**src/hw/rtl/sct_pkg.sv**
```systemverilog
`timescale 1ns / 1ps
package sct_pkg;

    // event codes of a result
    localparam logic [2:0] EV_CHAR = 3'd0;
    localparam logic [2:0] EV_END  = 3'd1;
    localparam logic [2:0] EV_EOL  = 3'd2;
    localparam logic [2:0] EV_EOI  = 3'd3;
    localparam logic [2:0] EV_LONG = 3'd4;

    // token kinds
    localparam logic [1:0] KIND_WORD  = 2'd0;
    localparam logic [1:0] KIND_OP    = 2'd1;
    localparam logic [1:0] KIND_QUOTE = 2'd2;

    // character constants
    localparam logic [7:0] CH_NL    = 8'h0A;
    localparam logic [7:0] CH_SPACE = 8'h20;
    localparam logic [7:0] CH_TAB   = 8'h09;
    localparam logic [7:0] CH_CR    = 8'h0D;
    localparam logic [7:0] CH_QUOTE = 8'h22;
    localparam logic [7:0] CH_HASH  = 8'h23;
    localparam logic [7:0] CH_AMP   = 8'h26;
    localparam logic [7:0] CH_LPAR  = 8'h28;
    localparam logic [7:0] CH_RPAR  = 8'h29;
    localparam logic [7:0] CH_SEMI  = 8'h3B;
    localparam logic [7:0] CH_LT    = 8'h3C;
    localparam logic [7:0] CH_GT    = 8'h3E;
    localparam logic [7:0] CH_PIPE  = 8'h7C;

    localparam int LEN_W = 13;
    localparam logic [LEN_W-1:0] MAX_LEN_RESET = 13'd256;

    // lexer mode, one-hot
    typedef enum logic [4:0] {
        MODE_IDLE    = 5'b00001,
        MODE_WORD    = 5'b00010,
        MODE_OP      = 5'b00100,
        MODE_QUOTE   = 5'b01000,
        MODE_COMMENT = 5'b10000
    } mode_t;

    // one result without its last flag
    typedef struct packed {
        logic [2:0] event_res;
        logic [7:0] out_char;
        logic [1:0] token_kind;
    } res_t;

    // queue entry: one or two results of one transaction
    typedef struct packed {
        logic two;
        res_t r0;
        res_t r1;
    } q_entry_t;

    // push from front to back
    typedef struct packed {
        logic     valid;
        q_entry_t entry;
    } q_push_t;

endpackage

```
**src/hw/rtl/sct_if.sv**
```systemverilog
`timescale 1ns / 1ps
interface sct_in_if;
    logic       valid;
    logic       ready;
    logic [7:0] in_char;
    logic       end_of_input;

    modport source (output valid, output in_char, output end_of_input, input ready);
    modport sink (input valid, input in_char, input end_of_input, output ready);
endinterface

interface sct_out_if;
    logic       valid;
    logic       ready;
    logic [2:0] event_res;
    logic [7:0] out_char;
    logic [1:0] token_kind;
    logic       last_of_run;

    modport source (output valid, output event_res, output out_char, output token_kind,
                    output last_of_run, input ready);
    modport sink (input valid, input event_res, input out_char, input token_kind,
                  input last_of_run, output ready);
endinterface

interface sct_cfg_if;
    logic        valid;
    logic        ready;
    logic [12:0] max_word_len;

    modport source (output valid, output max_word_len, input ready);
    modport sink (input valid, input max_word_len, output ready);
endinterface

```
**src/hw/rtl/sct_front.sv**
```systemverilog
`timescale 1ns / 1ps
module sct_front (
    input  logic            clk,
    input  logic            rst_n,
    sct_in_if.sink          in_ch,
    sct_cfg_if.sink         cfg,
    input  logic            q_full,
    output sct_pkg::q_push_t q_push
);
    import sct_pkg::*;

    mode_t            mode_reg, mode_next;
    logic [LEN_W-1:0] len_reg, len_next;
    logic [LEN_W-1:0] max_len_reg;

    logic       take;
    logic [7:0] c;
    logic       eoi;
    logic       is_blank, is_op7, is_op3;

    // start-of-token outcome
    logic             st_has;
    res_t             st_res;
    mode_t            st_mode;
    logic [LEN_W-1:0] st_len;

    // add-character outcome with the current length
    logic [LEN_W:0]   len_inc;
    logic             ac_long;

    logic [1:0] cnt;
    res_t       r0, r1;

    assign take = in_ch.valid && in_ch.ready;
    assign in_ch.ready = !q_full;
    assign cfg.ready = 1'b1;
    assign c = in_ch.in_char;
    assign eoi = in_ch.end_of_input;

    // character classes
    always_comb
    begin
        is_blank = (c == CH_SPACE) || (c >= CH_TAB && c <= CH_CR);
        is_op3 = (c == CH_PIPE) || (c == CH_AMP) || (c == CH_GT);
        is_op7 = is_op3 || (c == CH_SEMI) || (c == CH_LT) || (c == CH_LPAR)
                 || (c == CH_RPAR);
    end

    assign len_inc = {1'b0, len_reg} + {{LEN_W{1'b0}}, 1'b1};
    assign ac_long = len_inc >= {1'b0, max_len_reg};

    // start of a new token from idle
    always_comb
    begin
        st_has = 1'b0;
        st_res = '{event_res: EV_EOI, out_char: 8'd0, token_kind: KIND_WORD};
        st_mode = MODE_IDLE;
        st_len = '0;
        if (eoi)
        begin
            st_has = 1'b1;
        end
        else if (is_blank)
        begin
            st_has = (c == CH_NL);
            st_res.event_res = EV_EOL;
        end
        else if (is_op7)
        begin
            st_has = 1'b1;
            st_res = '{event_res: EV_CHAR, out_char: c, token_kind: KIND_OP};
            st_mode = MODE_OP;
        end
        else if (c == CH_QUOTE)
        begin
            st_mode = MODE_QUOTE;
        end
        else if (c == CH_HASH)
        begin
            st_mode = MODE_COMMENT;
        end
        else
        begin
            st_has = 1'b1;
            if (max_len_reg <= {{(LEN_W-1){1'b0}}, 1'b1})
            begin
                st_res = '{event_res: EV_LONG, out_char: 8'd0, token_kind: KIND_WORD};
            end
            else
            begin
                st_res = '{event_res: EV_CHAR, out_char: c, token_kind: KIND_WORD};
                st_mode = MODE_WORD;
                st_len = {{(LEN_W-1){1'b0}}, 1'b1};
            end
        end
    end

    // per-mode classification of the transaction
    always_comb
    begin
        cnt = 2'd0;
        r0 = st_res;
        r1 = st_res;
        mode_next = mode_reg;
        len_next = len_reg;
        case (mode_reg)
            MODE_WORD:
            begin
                if (eoi || is_blank || is_op7 || c == CH_HASH)
                begin
                    r0 = '{event_res: EV_END, out_char: 8'd0, token_kind: KIND_WORD};
                    cnt = st_has ? 2'd2 : 2'd1;
                    mode_next = st_mode;
                    len_next = st_len;
                end
                else if (ac_long)
                begin
                    r0 = '{event_res: EV_LONG, out_char: 8'd0, token_kind: KIND_WORD};
                    cnt = 2'd1;
                    mode_next = MODE_IDLE;
                    len_next = '0;
                end
                else
                begin
                    r0 = '{event_res: EV_CHAR, out_char: c, token_kind: KIND_WORD};
                    cnt = 2'd1;
                    len_next = len_inc[LEN_W-1:0];
                end
            end
            MODE_OP:
            begin
                if (!eoi && is_op3)
                begin
                    r0 = '{event_res: EV_CHAR, out_char: c, token_kind: KIND_OP};
                    r1 = '{event_res: EV_END, out_char: 8'd0, token_kind: KIND_OP};
                    cnt = 2'd2;
                    mode_next = MODE_IDLE;
                    len_next = '0;
                end
                else
                begin
                    r0 = '{event_res: EV_END, out_char: 8'd0, token_kind: KIND_OP};
                    cnt = st_has ? 2'd2 : 2'd1;
                    mode_next = st_mode;
                    len_next = st_len;
                end
            end
            MODE_QUOTE:
            begin
                r0 = '{event_res: EV_END, out_char: 8'd0, token_kind: KIND_QUOTE};
                r1 = '{event_res: EV_EOI, out_char: 8'd0, token_kind: KIND_WORD};
                if (eoi)
                begin
                    cnt = 2'd2;
                    mode_next = MODE_IDLE;
                    len_next = '0;
                end
                else if (c == CH_QUOTE)
                begin
                    cnt = 2'd1;
                    mode_next = MODE_IDLE;
                    len_next = '0;
                end
                else if (ac_long)
                begin
                    r0.event_res = EV_LONG;
                    cnt = 2'd1;
                    mode_next = MODE_IDLE;
                    len_next = '0;
                end
                else
                begin
                    r0 = '{event_res: EV_CHAR, out_char: c, token_kind: KIND_QUOTE};
                    cnt = 2'd1;
                    len_next = len_inc[LEN_W-1:0];
                end
            end
            MODE_COMMENT:
            begin
                len_next = '0;
                if (eoi)
                begin
                    r0 = '{event_res: EV_EOI, out_char: 8'd0, token_kind: KIND_WORD};
                    cnt = 2'd1;
                    mode_next = MODE_IDLE;
                end
                else if (c == CH_NL)
                begin
                    r0 = '{event_res: EV_EOL, out_char: 8'd0, token_kind: KIND_WORD};
                    cnt = 2'd1;
                    mode_next = MODE_IDLE;
                end
            end
            default:
            begin
                r0 = st_res;
                cnt = st_has ? 2'd1 : 2'd0;
                mode_next = st_mode;
                len_next = st_len;
            end
        endcase
    end

    // push to queue
    always_comb
    begin
        q_push.valid = take && (cnt != 2'd0);
        q_push.entry.two = (cnt == 2'd2);
        q_push.entry.r0 = r0;
        q_push.entry.r1 = r1;
    end

    // lexer state
    always_ff @(posedge clk or negedge rst_n)
    begin
        if (!rst_n)
        begin
            mode_reg <= MODE_IDLE;
            len_reg <= '0;
        end
        else if (take)
        begin
            mode_reg <= mode_next;
            len_reg <= len_next;
        end
    end

    // word limit register
    always_ff @(posedge clk or negedge rst_n)
    begin
        if (!rst_n)
        begin
            max_len_reg <= MAX_LEN_RESET;
        end
        else if (cfg.valid && cfg.ready)
        begin
            max_len_reg <= cfg.max_word_len;
        end
    end

`ifndef SYNTHESIS
    a_push_on_take: assert property (@(posedge clk) disable iff (!rst_n)
        q_push.valid |-> in_ch.valid && !q_full)
        else $error("queue push without accepted transaction");
    a_len_zero_outside_token: assert property (@(posedge clk) disable iff (!rst_n)
        !(mode_reg == MODE_WORD || mode_reg == MODE_QUOTE) |-> len_reg == '0)
        else $error("token length nonzero outside word or quote");
    a_state_holds_when_idle: assert property (@(posedge clk) disable iff (!rst_n)
        !take |=> $stable(mode_reg) && $stable(len_reg))
        else $error("lexer state changed without transaction");
`endif
endmodule

```
**src/hw/rtl/sct_back.sv**
```systemverilog
`timescale 1ns / 1ps
module sct_back #(
    parameter int QUEUE_DEPTH = 4
) (
    input  logic             clk,
    input  logic             rst_n,
    input  sct_pkg::q_push_t q_push,
    output logic             q_full,
    sct_out_if.source        out_ch
);
    import sct_pkg::*;

    localparam int PTR_W = (QUEUE_DEPTH > 1) ? $clog2(QUEUE_DEPTH) : 1;
    localparam int CNT_W = $clog2(QUEUE_DEPTH + 1);
    localparam logic [PTR_W-1:0] PTR_LAST = PTR_W'(QUEUE_DEPTH - 1);
    localparam logic [CNT_W-1:0] CNT_FULL = CNT_W'(QUEUE_DEPTH);

    q_entry_t         mem_reg [QUEUE_DEPTH];
    logic [PTR_W-1:0] wr_ptr_reg, wr_ptr_next;
    logic [PTR_W-1:0] rd_ptr_reg, rd_ptr_next;
    logic [CNT_W-1:0] count_reg, count_next;
    logic             sub_reg, sub_next;

    q_entry_t head;
    res_t     cur;
    logic     last;
    logic     take;
    logic     pop;

    assign head = mem_reg[rd_ptr_reg];
    assign cur = sub_reg ? head.r1 : head.r0;
    assign last = !head.two || sub_reg;
    assign q_full = (count_reg == CNT_FULL);

    // output side
    assign out_ch.valid = (count_reg != '0);
    assign out_ch.event_res = cur.event_res;
    assign out_ch.out_char = cur.out_char;
    assign out_ch.token_kind = cur.token_kind;
    assign out_ch.last_of_run = last;

    assign take = out_ch.valid && out_ch.ready;
    assign pop = take && last;

    // pointer and count update
    always_comb
    begin
        wr_ptr_next = wr_ptr_reg;
        rd_ptr_next = rd_ptr_reg;
        sub_next = sub_reg;
        if (q_push.valid)
        begin
            wr_ptr_next = (wr_ptr_reg == PTR_LAST) ? '0 : wr_ptr_reg + 1'b1;
        end
        if (take)
        begin
            sub_next = !last;
        end
        if (pop)
        begin
            rd_ptr_next = (rd_ptr_reg == PTR_LAST) ? '0 : rd_ptr_reg + 1'b1;
        end
        count_next = count_reg + CNT_W'(q_push.valid) - CNT_W'(pop);
    end

    // queue storage
    always_ff @(posedge clk)
    begin
        if (q_push.valid)
        begin
            mem_reg[wr_ptr_reg] <= q_push.entry;
        end
    end

    always_ff @(posedge clk or negedge rst_n)
    begin
        if (!rst_n)
        begin
            wr_ptr_reg <= '0;
            rd_ptr_reg <= '0;
            count_reg <= '0;
            sub_reg <= 1'b0;
        end
        else
        begin
            wr_ptr_reg <= wr_ptr_next;
            rd_ptr_reg <= rd_ptr_next;
            count_reg <= count_next;
            sub_reg <= sub_next;
        end
    end

`ifndef SYNTHESIS
    a_no_push_when_full: assert property (@(posedge clk) disable iff (!rst_n)
        q_push.valid |-> count_reg < CNT_FULL)
        else $error("queue push while full");
    a_count_bound: assert property (@(posedge clk) disable iff (!rst_n)
        count_reg <= CNT_FULL)
        else $error("queue count out of range");
    a_sub_only_on_pair: assert property (@(posedge clk) disable iff (!rst_n)
        sub_reg |-> out_ch.valid && head.two)
        else $error("second result selected for single-result entry");
`endif
endmodule

```
**src/hw/rtl/shell_command_tokenizer.sv**
```systemverilog
`timescale 1ns / 1ps
// results of an accepted transaction are registered in the result queue and offered in order
// throughput: one input byte per cycle while the queue has room; the output drains one result
//   per cycle while ready; a byte can yield two (operator pair, token end plus next token)
// the result queue between lexer and output holds QUEUE_DEPTH transactions
// reset: mode idle, token length zero, word limit 256, queue empty
module shell_command_tokenizer #(
    parameter int QUEUE_DEPTH = 4
) (
    input  logic      clk,
    input  logic      rst_n,
    sct_in_if.sink    in_ch,
    sct_out_if.source out_ch,
    sct_cfg_if.sink   cfg
);
    import sct_pkg::*;

    q_push_t q_push;
    logic    q_full;

    // lexer front end
    sct_front u_front (
        .clk    (clk),
        .rst_n  (rst_n),
        .in_ch  (in_ch),
        .cfg    (cfg),
        .q_full (q_full),
        .q_push (q_push)
    );

    // result queue and output
    sct_back #(
        .QUEUE_DEPTH (QUEUE_DEPTH)
    ) u_back (
        .clk    (clk),
        .rst_n  (rst_n),
        .q_push (q_push),
        .q_full (q_full),
        .out_ch (out_ch)
    );
endmodule
```
**src/flat_wrapper.sv**
```systemverilog
// flat-port wrapper written by rule: the top's interface ports become plain ports
module shell_command_tokenizer_flat import sct_pkg::*;
#(
    parameter int QUEUE_DEPTH = 4
)
  (clk, rst_n, in_ch_valid, in_ch_in_char, in_ch_end_of_input, in_ch_ready, out_ch_valid, out_ch_event_res, out_ch_out_char, out_ch_token_kind, out_ch_last_of_run, out_ch_ready, cfg_valid, cfg_max_word_len, cfg_ready);
  sct_in_if in_ch_i ();
  sct_out_if out_ch_i ();
  sct_cfg_if cfg_i ();
  input  logic clk;
  input  logic rst_n;
  input wire logic [$bits(in_ch_i.valid)-1:0] in_ch_valid;
  input wire logic [$bits(in_ch_i.in_char)-1:0] in_ch_in_char;
  input wire logic [$bits(in_ch_i.end_of_input)-1:0] in_ch_end_of_input;
  output wire logic [$bits(in_ch_i.ready)-1:0] in_ch_ready;
  output wire logic [$bits(out_ch_i.valid)-1:0] out_ch_valid;
  output wire logic [$bits(out_ch_i.event_res)-1:0] out_ch_event_res;
  output wire logic [$bits(out_ch_i.out_char)-1:0] out_ch_out_char;
  output wire logic [$bits(out_ch_i.token_kind)-1:0] out_ch_token_kind;
  output wire logic [$bits(out_ch_i.last_of_run)-1:0] out_ch_last_of_run;
  input wire logic [$bits(out_ch_i.ready)-1:0] out_ch_ready;
  input wire logic [$bits(cfg_i.valid)-1:0] cfg_valid;
  input wire logic [$bits(cfg_i.max_word_len)-1:0] cfg_max_word_len;
  output wire logic [$bits(cfg_i.ready)-1:0] cfg_ready;
  assign in_ch_i.valid = in_ch_valid;
  assign in_ch_i.in_char = in_ch_in_char;
  assign in_ch_i.end_of_input = in_ch_end_of_input;
  assign in_ch_ready = in_ch_i.ready;
  assign out_ch_valid = out_ch_i.valid;
  assign out_ch_event_res = out_ch_i.event_res;
  assign out_ch_out_char = out_ch_i.out_char;
  assign out_ch_token_kind = out_ch_i.token_kind;
  assign out_ch_last_of_run = out_ch_i.last_of_run;
  assign out_ch_i.ready = out_ch_ready;
  assign cfg_i.valid = cfg_valid;
  assign cfg_i.max_word_len = cfg_max_word_len;
  assign cfg_ready = cfg_i.ready;
  shell_command_tokenizer #(.QUEUE_DEPTH(QUEUE_DEPTH)) u_core (.clk(clk), .rst_n(rst_n), .in_ch(in_ch_i), .out_ch(out_ch_i), .cfg(cfg_i));
endmodule
```
**config.mk**
```make
export PLATFORM = sky130hd
export DESIGN_NAME = shell_command_tokenizer_flat
export DESIGN_NICKNAME = d
export VERILOG_FILES = /design/src/hw/rtl/sct_pkg.sv /design/src/hw/rtl/sct_if.sv /design/src/hw/rtl/sct_front.sv /design/src/hw/rtl/sct_back.sv /design/src/hw/rtl/shell_command_tokenizer.sv /design/src/flat_wrapper.sv
export SDC_FILE = /design/constraint.sdc
export NUM_CORES = 1
export LEC_CHECK = 0
export BUFFER_PORTS_ARGS = -buffer_cell sky130_fd_sc_hd__buf_2
export CORE_MARGIN = 2
export CORE_UTILIZATION = 45
export DETAILED_ROUTE_END_ITERATION = 12
export GPL_ROUTABILITY_DRIVEN = 0
export PLACE_DENSITY_LB_ADDON = 0.08
export SYNTH_ARGS = -nofsm -noshare
export SYNTH_HDL_FRONTEND = slang
export SYNTH_SLANG_ARGS = --single-unit
```
**constraint.sdc**
```tcl
create_clock -name clk -period 3.1 [get_ports clk]
set_input_delay 0.155 -clock clk [delete_from_list [all_inputs] [get_ports clk]]
set_output_delay 0.155 -clock clk [all_outputs]
set_load 0.1 [all_outputs]
```
**Yosys cells after proc, flatten, opt, wreduce, memory -nomap -nowiden**

Memory sizes are Yosys's and may differ from the RTL's.
Index checks and enable logic that the tools add are counted.

- Add/sub/neg operators: 5
- Equal/unequal tests: 20
- Multiplexer cells: 63
- Magnitude comparators: 4
- Reductions and logical operators: 24

Operator list:

| cell | count |
|---|---|
| $mux 13 | 18 |
| $pmux 13 s4 | 2 |
| $eq 8x6->1 const B | 9 |
| $mux 5 | 12 |
| $pmux 13 s2 | 1 |
| $mux 10 | 2 |
| $pmux 5 s4 | 1 |
| $mux 1 | 16 |
| $add 13x1->14 const B | 1 |
| $ge 14x13->1 | 1 |
| $mux 2 | 7 |
| $le 13x1->1 const B | 1 |
| $logic_or 1x1->1 | 11 |
| $mux 11 | 1 |
| $eq 8x4->1 const B | 1 |
| $eq 8x7->1 const B | 1 |
| $ge 8x4->1 const B | 1 |
| $le 8x4->1 const B | 1 |
| $pmux 2 s4 | 1 |
| $eq 2x2->1 const B | 3 |
| $logic_and 1x1->1 | 6 |
| $mux 3 | 2 |
| $eq 5x2->1 const B | 1 |
| $eq 5x3->1 const B | 1 |
| 11 further kinds | 15 |

- Memories kept: 1
- Word-level logic and storage cells: 124
- Bits in registers: 39
- Output and inout bits: 17
- Memory bits (writable): 108
- Input port bits: 27

Memories:

| memory | words | width | read ports | clocked after memory_dff | wr ports | line | source |
|---|---|---|---|---|---|---|---|
| u_core.u_back.mem_reg | 4 | 27 | 1 | 0 | 1 | sct_back.sv:18 | `q_entry_t mem_reg [QUEUE_DEPTH];` |

**Longest topological paths before layout**

Gate-level depths: netlist (run 1).

- Depth after elaboration: 17
- Depth in mapped cells: 14
- Depth with buffers taken out: 12

**Modules after synthesis**

From an unflattened synthesis (run 1), not the netlist that was laid out.

- Cells, all modules: 553
- Area, all modules: 7357.1 um^2

Modules (own cells, without submodules):

| module | cells an instance | area an instance (um^2) | instances |
|---|---|---|---|
| sct_back | 214 | 4692.0 | 1 |
| sct_front | 339 | 2665.1 | 1 |

**Worst setup path after synthesis (run 1)**

No wires, ideal clock.

- Path kind: register to register
- Start point: register u_core.u_back.rd_ptr_reg[0]
- End point: register u_core.u_back.count_reg[1]
- Cell stages (with the launch flop): 9
- Setup slack: -0.029 ns
- Path buffers: 1
- Setup time: 0.135 ns
- Data arrival time: 2.994 ns
- Path through: dfrtp_1 > buf_2 > mux4_2 > nand2b_1 > nor2b_1 > ha_1 > inv_1 > ha_1 > fa_1

- Cells in the longest elaborated chain, start to end: 5

RTL lines:

| element | line | source |
|---|---|---|
| from (decl) | sct_back.sv:20 | `logic [PTR_W-1:0] rd_ptr_reg, rd_ptr_next;` |
| from (signal assigned) | sct_back.sv:87 | `rd_ptr_reg <= rd_ptr_next;` |
| $mem_v2 4x27 | - |  |
| $logic_not 1->1 | sct_back.sv:32 | `assign last = !head.two \|\| sub_reg;` |
| $logic_or 1x1->1 | sct_back.sv:32 |  |
| net out_ch_last_of_run | flat_wrapper.sv:20 | `output wire logic [$bits(out_ch_i.last_of_run)-1:0] out_ch_last_of_run;` |
| $logic_and 1x1->1 | sct_back.sv:43 | `assign pop = take && last;` |
| net u_core.u_back.pop | sct_back.sv:28 | `logic pop;` |
| $sub 3x1->3 | sct_back.sv:63 | `count_next = count_reg + CNT_W'(q_push.valid) - CNT_W'(pop);` |
| net u_core.u_back.count_next[1] | sct_back.sv:21 | `logic [CNT_W-1:0] count_reg, count_next;` |
| to (signal assigned) | sct_back.sv:88 | `count_reg <= count_next;` |
| to (decl) | sct_back.sv:21 |  |

The timed path passes the listed nets, and every way through them passes these cells.
A chain may end at the register's enable or synchronous reset.

**Worst setup path after layout (run 1)**

- Start point: register u_core.u_front.len_reg[4]
- End point: register u_core.u_front.len_reg[0]

- Cells in the longest elaborated chain, start to end: 6
- Elaborated cells on any way between the ends: 7
- Classes of those cells: add/sub: 1; order compare: 1; mux: 5

RTL lines:

| element | line | source |
|---|---|---|
| from (decl) | sct_front.sv:13 | `logic [LEN_W-1:0] len_reg, len_next;` |
| from (signal assigned) | sct_front.sv:224 | `len_reg <= len_next;` |
| $add 13x1->14 * | sct_front.sv:49 | `assign len_inc = {1'b0, len_reg} + {{LEN_W{1'b0}}, 1'b1};` |
| $ge 14x13->1 * | sct_front.sv:50 | `assign ac_long = len_inc >= {1'b0, max_len_reg};` |
| $mux 13 * | sct_front.sv:116, sct_front.sv:164 |  |
| $mux 13 | sct_front.sv:158 | `else if (c == CH_QUOTE)` |
| $mux 13 | sct_front.sv:152 | `if (eoi)` |
| $pmux 13 s4 * | sct_front.sv:106 | `case (mode_reg)` |

Mark *: on every way between the ends. The rest lies on a longest branch, timed or not.

==> out/results.ini, run 1 <==
[sta]
fin_setup_tns_ps = 0
holdWs_ps = 56.4
max_freq_ghz = 0.348
final.min_clock_period_ps = 2870
rsz0062_at_grt = no
max-slew-margin-rel_pct = 39.4
finalClockSkew_ps = 8.25
final-hold-violation-count = 0
finalMaxSlewViolations = 0
setup_violations = 0
period_share_pct = 92.6
tightest_slew_ps = 910

[route]
drt_first_pass_iters = 5
finalWirelength_um = 15100
vias = 4442
vias_per_cell = 5.41
post_drt_wl_per_cell_um = 18.4
drt_iter0_drc = 287
remaining_drc_errors = 0
antenna_left = 0

[setup_path]
slowest_delay_ps = 400
crit_path_start = u_core.u_front.len_reg[4]
r2r_cells = 12
required_ps = 3450
crit_path_end = u_core.u_front.len_reg[0]
critPathKind = flop to flop
start_kind = flop
end_kind = flop
r2r_start = u_core.u_front.len_reg[4]
slowest_stage = dfrtp_1
crit_chain = and4_1, and2_4, nand4_1, xnor2_2, ha_1, a41oi_1, a21oi_1, a31oi_1, nand4_2, buf_4, or3_1, nand3_1
worstPathMaxFanout = 4
cp.arrival_ps = 3220
regToRegEndpoint = u_core.u_front.len_reg[0]
reg2reg_setup_slack_ps = 230

[cells_and_area]
fillerInstances = 1293
post-route-cell-area_um2 = 8360
layout_commonest_cell = edfxtp_1
largest_reg_flops = 104
layout-drive-gt1-share_pct = 28.0
final_nets = 646
antennaDiodeCount = 0
final_cell_mix = edfxtp_1 (104), nand2_1 (57), buf_2 (42), dfrtp_1 (36), o21ai_0 (34)
area_delta_synth_final_pct = 18.9

[global_route]
grt_remaining_overflow = 0
grt_pass1_wl_um = 24100
grtUsageTotal_pct = 19.5
grt_max_degree = 40
grt_pass1_vias = 4557
antenna_found_initial = 0

[flow_run]
maxCapViolations = 0

[clocking]
cts_buffers = 17
cts_root_buffer = clkbuf_16
clock_latency_ps = 420
ctsHtreeMaxLevel = 4
clk_pin_slew_worst_paths_ps = 60
clock-sinks = 143
cts_buffer_depth = 2
cts_tree = yes

[power]
ir_drop_uv = 501
design_power_total_mw = 7.98
pwr_density_cell_nw_per_um2 = 954
p_leak_nw = 3.20

[floorplan]
die_h_um = 129
die_w_um = 129
rows = 45
dieArea_um2 = 16600
core_area_um2 = 15300
ios = 44
initial_core_util_pct = 46.1

[logic_synthesis]
ys_seq_elements = 143
synth_area_per_cell_um2 = 13.3
syn_area_um2 = 7030
synth_cell_types = 67
synth_flop_cell = edfxtp_1
syn_inst = 528
synth_edf_count = 104
ys.warnings.count = 0
syn-num-nets = 577
ys_seq_area_share_pct = 58.3
async_flop_share_pct = 27.3

[placement]
dp_hpwl_um = 9880
place_area_um2 = 7530
numPortBuffers = 42

[worst_hold_path]
hold_path.class = primary input to flop
hold_start = out_ch_ready

[outcome]
status = finished, final reports clean

==> metrics by stage <==
stage	std cells	util, %	setup slack, ps
6_report	821	54.8	228
2_1_floorplan	528	-	130
5_1_grt	821	54.8	41.1
3_5_place_dp	770	49.4	-63.6
4_1_cts	818	54.3	10.3
3_3_place_gp	770	49.4	129
==> cells in the mapped netlist, types with 3 or more instances <==
| master | n | area share, % |
|---|---|---|
| buf_2 | 5 | 0.36 |
| nor2_1 | 21 | 1.1 |
| mux4_2 | 26 | 8.3 |
| nand3_1 | 16 | 1.1 |
| clkbuf_1 | 13 | 0.69 |
| or3_1 | 3 | 0.27 |
| inv_1 | 28 | 1.5 |
| nor4_1 | 5 | 0.44 |
| a21o_1 | 6 | 0.64 |
| mux2_2 | 15 | 2.4 |
| o31ai_1 | 3 | 0.32 |
| nand3b_1 | 3 | 0.32 |
| nor2b_1 | 10 | 0.89 |
| xnor2_1 | 10 | 1.2 |
| and2_1 | 19 | 1.7 |
| buf_6 | 3 | 0.48 |
| and3_1 | 3 | 0.27 |
| edfxtp_1 | 104 | 44 |
| nand2_1 | 57 | 3.0 |
| dfrtp_1 | 37 | 13 |
| nand4_1 | 3 | 0.27 |
| o21ai_0 | 34 | 2.4 |
| ha_1 | 21 | 3.7 |
| a21oi_1 | 13 | 0.93 |
| xor2_1 | 5 | 0.62 |
| nor3_1 | 7 | 0.50 |
| nand2b_1 | 6 | 0.53 |
==> what timing repair did <==
action / 4_1_cts / 5_1_grt
gates resized for setup: 0 / 15
setup endpoints to repair: 32 / 52
hold endpoints to repair: 50 / 0
hold buffers: 14 / 0
buffers inserted: 2 / 3
pin swaps: 1 / 4
==> worst max-delay path: cells and delay by family (launching register included) <==
kind,cells,cell delay (ps)
AO/OA/AOI/OAI,3,520
XOR/XNOR,1,170
adder cells (fa/ha/maj),1,310
buffers and inverters,1,200
flip-flops,1,400
AND/OR/NAND/NOR,6,1190
==> metal layers <==
layer / wire length [um] / GRT usage [%]
met1: 7070 / 25.8
met2: 7230 / 31.7
met3: 549 / 4.95
met4: 249 / 6.65
met5: 0 / 0
==> worst min-delay path by stage <==
stage / endpoint / slack, ps / depth (start not counted)
4_1_cts: u_core.u_back.sub_reg / 40 / 3
6_report: u_core.u_back.sub_reg / 60 / 3
3_5_place_dp: u_core.u_front.len_reg[3] / 340 / 1
2_1_floorplan: u_core.u_back.count_reg[0] / -140 / 0
3_3_place_gp: u_core.u_front.max_len_reg[0] / 330 / 1
5_1_grt: u_core.u_back.sub_reg / 50 / 3
==> layout make-up <==
type	instances	area (um^2)	area share, %
clock buffers	18	429	5.13
clock inverters	14	164	1.96
inverters	28	105	1.26
multi-input cells	333	2760	33.0
flip-flops and latches	143	4100	49.1
well taps	211	264	3.16
repair buffers	74	536	6.40
==> logic make-up (layout without fill, tap and decap cells) <==
kind of cell | after synthesis | in the layout | share of synthesized area [%]
buffers and inverters | 52 | 134 | 3.24
adders and majority gates | 22 | 22 | 4.02
and+or+nand+nor | 173 | 173 | 13.4
xor gates and xnor gates | 15 | 15 | 1.87
other | 1 | 1 | 0.0533
DFF | 143 | 143 | 58.3
muxes | 43 | 43 | 11.2
AOI/OAI and AO/OA | 79 | 79 | 7.94
==> report_power, final <==
part / internal [mW] / leakage, nW / total (mW) / switching, mW
Clock: 1.26 / 0.279 / 2.05 / 0.786
Combinational: 1.01 / 1.46 / 3.30 / 2.29
Sequential: 2.51 / 1.45 / 2.63 / 0.126
(Power assumes the default switching activity.)
==> inputs of run 2 (changes only) <==
--- a/config.mk
+++ b/config.mk
@@ -5,9 +5,11 @@
 export SDC_FILE = /design/constraint.sdc
 export NUM_CORES = 1
 export LEC_CHECK = 0
+export ABC_AREA = 1
 export BUFFER_PORTS_ARGS = -buffer_cell sky130_fd_sc_hd__buf_2
 export CORE_MARGIN = 2
 export CORE_UTILIZATION = 45
+export CTS_BUF_LIST = sky130_fd_sc_hd__clkbuf_2 sky130_fd_sc_hd__clkbuf_4 sky130_fd_sc_hd__clkbuf_8
 export DETAILED_ROUTE_END_ITERATION = 12
 export GPL_ROUTABILITY_DRIVEN = 0
 export PLACE_DENSITY_LB_ADDON = 0.08
==> out/results.ini, run 2 <==
[outcome]
status = finished, final reports clean

[power]
design_power_total_mw = 8.17
power_frac_seq_pct = 32.5
internal-power_mw = 4.48
pwr_density_cell_nw_per_um2 = 971
clkPwrFrac_pct = 21.9
ir_drop_uv = 535
combPwrFrac_pct = 45.6
p_leak_nw = 3.60
switchingPower_mw = 3.69
switching_share_pct = 45.1

[floorplan]
ios = 44
die_h_um = 130
initial_core_util_pct = 46.4
rows = 45
core_area_um2 = 15300
dieArea_um2 = 16800
die_w_um = 130

[route]
top_layer_used = met4
vias_per_cell = 5.20
drt_first_pass_iters = 5
vias = 5440
post_drt_wl_per_cell_um = 16.1
drt_iter0_drc = 418
finalWirelength_um = 16800
antenna_left = 0
dr_wl_met2_um = 7490
remaining_drc_errors = 0
wl_met3_um = 948
wl_met1_um = 8090

[placement]
dp_slack_ps = 40.9
numPortBuffers = 42
dp_cells = 998
dp_hpwl_um = 11100
place_area_um2 = 7740

[sta]
period_share_pct = 94.8
finalMaxSlewViolations = 0
tightest_slew_ps = 880
final-hold-violation-count = 0
final.min_clock_period_ps = 2940
fin_ws_ps = 162
finalClockSkew_ps = 8.18
holdWs_ps = 118
fin_setup_tns_ps = 0
setup_violations = 0
max-slew-margin-rel_pct = 41.4
max_freq_ghz = 0.340

[clocking]
ctsHtreeMaxLevel = 4
cts_root_buffer = clkbuf_8
cts_tree = yes
clk_pin_slew_worst_paths_ps = 80
clock_latency_ps = 440
clock-sinks = 143
cts_buffer_depth = 2
cts_buffers = 17

[logic_synthesis]
async_flop_share_pct = 27.3
ys_seq_area_share_pct = 57.7
synth_area_per_cell_um2 = 9.53
synth_edf_count = 104
synth_flop_cell = edfxtp_1
synth_cell_types = 40
syn-num-nets = 795
yosys-top-cells-count = nor2_1 (129), nand2_1 (113), edfxtp_1 (104), inv_1 (80), o21ai_0 (76)
synth_top_area_cell = edfxtp_1
ys_seq_elements = 143
synth_area_leaders = edfxtp_1 (44%), dfrtp_1 (13%), nor2_1 (6.8%)
syn_area_um2 = 7110
synth.most_common_cell = nor2_1
syn_inst = 746
synth_top_area_share_pct = 43.9
ys.warnings.count = 0

[global_route]
grtUsageTotal_pct = 21.2
grt_max_degree = 49
grt_pass1_vias = 5188
grt_pass1_wl_um = 26900
grt_remaining_overflow = 0
antenna_found_initial = 0

[setup_path]
worstPathMaxFanout = 12
slowest_stage = dfrtp_1
slowest_delay_ps = 380
critPathKind = flop to flop
required_ps = 3460
end_kind = flop
r2r_cells = 20
crit_top_cell = nand2_1
cp_num_buf_inv = 4
cp.depth = 20
crit_chain = ha_1, nand2_1, nor2_2, nand3_2, nor2_2, nand3_1, nor2_1, xor2_1, inv_1, ha_1, a21oi_1, and3_1, nand2_1, inv_1, nand2_2, buf_4, nor2_4, buf_12, nand2_1, o21ai_0
crit_family = simple AND/OR/NAND/NOR gates
cp.arrival_ps = 3300
start_kind = flop

[cells_and_area]
fillerInstances = 1397
post-route-cell-area_um2 = 8410
area_delta_synth_final_pct = 18.3
antennaDiodeCount = 0
fin_util_pct = 54.9
final_cell_mix = nor2_1 (123), nand2_1 (112), edfxtp_1 (104), inv_1 (80), o21ai_0 (76)
layout_commonest_cell = nor2_1
final_nets = 872
largest_reg_flops = 104
fin_cells = 1046
layout-drive-gt1-share_pct = 17.7

[worst_hold_path]
hold_path.class = primary input to flop
whs_path_depth = 3

[flow_run]
maxCapViolations = 0

==> run 2: logic make-up after synthesis <==
group	Yosys count	share of synthesized area, %
simple gates	336	20.9
buf+inv	110	6.16
compound gates	122	9.75
fa+ha+maj	22	3.98
xor+xnor	11	1.36
flops	143	57.7
other cells	1	0.0527
mux	1	0.158
==> run 2: repair_timing <==
action                                  in CTS  in global routing
resized for setup                            0                  6
hold endpoints to repair                    51                  0
endpoints found under the setup margin       0                 48
buffers inserted                             0                  2
hold buffers                                15                  0
==> run 2: worst min-delay path, cell delays in order <==
cell     delay (ps)
buf_2           220
nand2_1          90
o21ai_0          60
==> run 2: final timing paths <==
kind	from	end	slack [ps]
worst min-delay path	cfg_valid	u_core.u_front.max_len_reg[5]	120
max in group asynchronous	rst_n	u_core.u_back.wr_ptr_reg[1]	2180
worst max register to register	u_core.u_front.len_reg[1]	u_core.u_front.len_reg[4]	160
worst max-delay path	u_core.u_front.len_reg[1]	u_core.u_front.len_reg[4]	160
worst min register to register	u_core.u_front.mode_reg[0]	u_core.u_front.mode_reg[0]	490
min in group asynchronous	rst_n	u_core.u_front.len_reg[9]	370
==> run 2: power groups by stage <==
stage	Combinational, mW	Clock [mW]	Sequential [mW]
after floorplan	2.80	0	2.66
after global placement	3.66	0	2.68
after detailed placement	3.72	0	2.70
after CTS	3.74	1.83	2.66
after global routing	4.04	1.91	2.68
final	3.72	1.79	2.65
==> run 2: metal layers <==
metal / GRT usage [%] / up-vias
li1: - / 2674
met1: 31.2 / 2610
met2: 31.7 / 134
met3: 4.06 / 22
met4: 7.34 / 0
met5: 0 / -
==> run 2: area by class of cell <==
cell class / instances / area, um^2 / share of cell area [%]
tap: 211 / 264 / 3.14
clock buffer: 18 / 241 / 2.87
timing repair buffer: 84 / 641 / 7.62
sequential: 143 / 4100 / 48.8
multi-input combinational: 493 / 2610 / 31.0
inverter: 84 / 315 / 3.75
clock inverter: 13 / 243 / 2.89
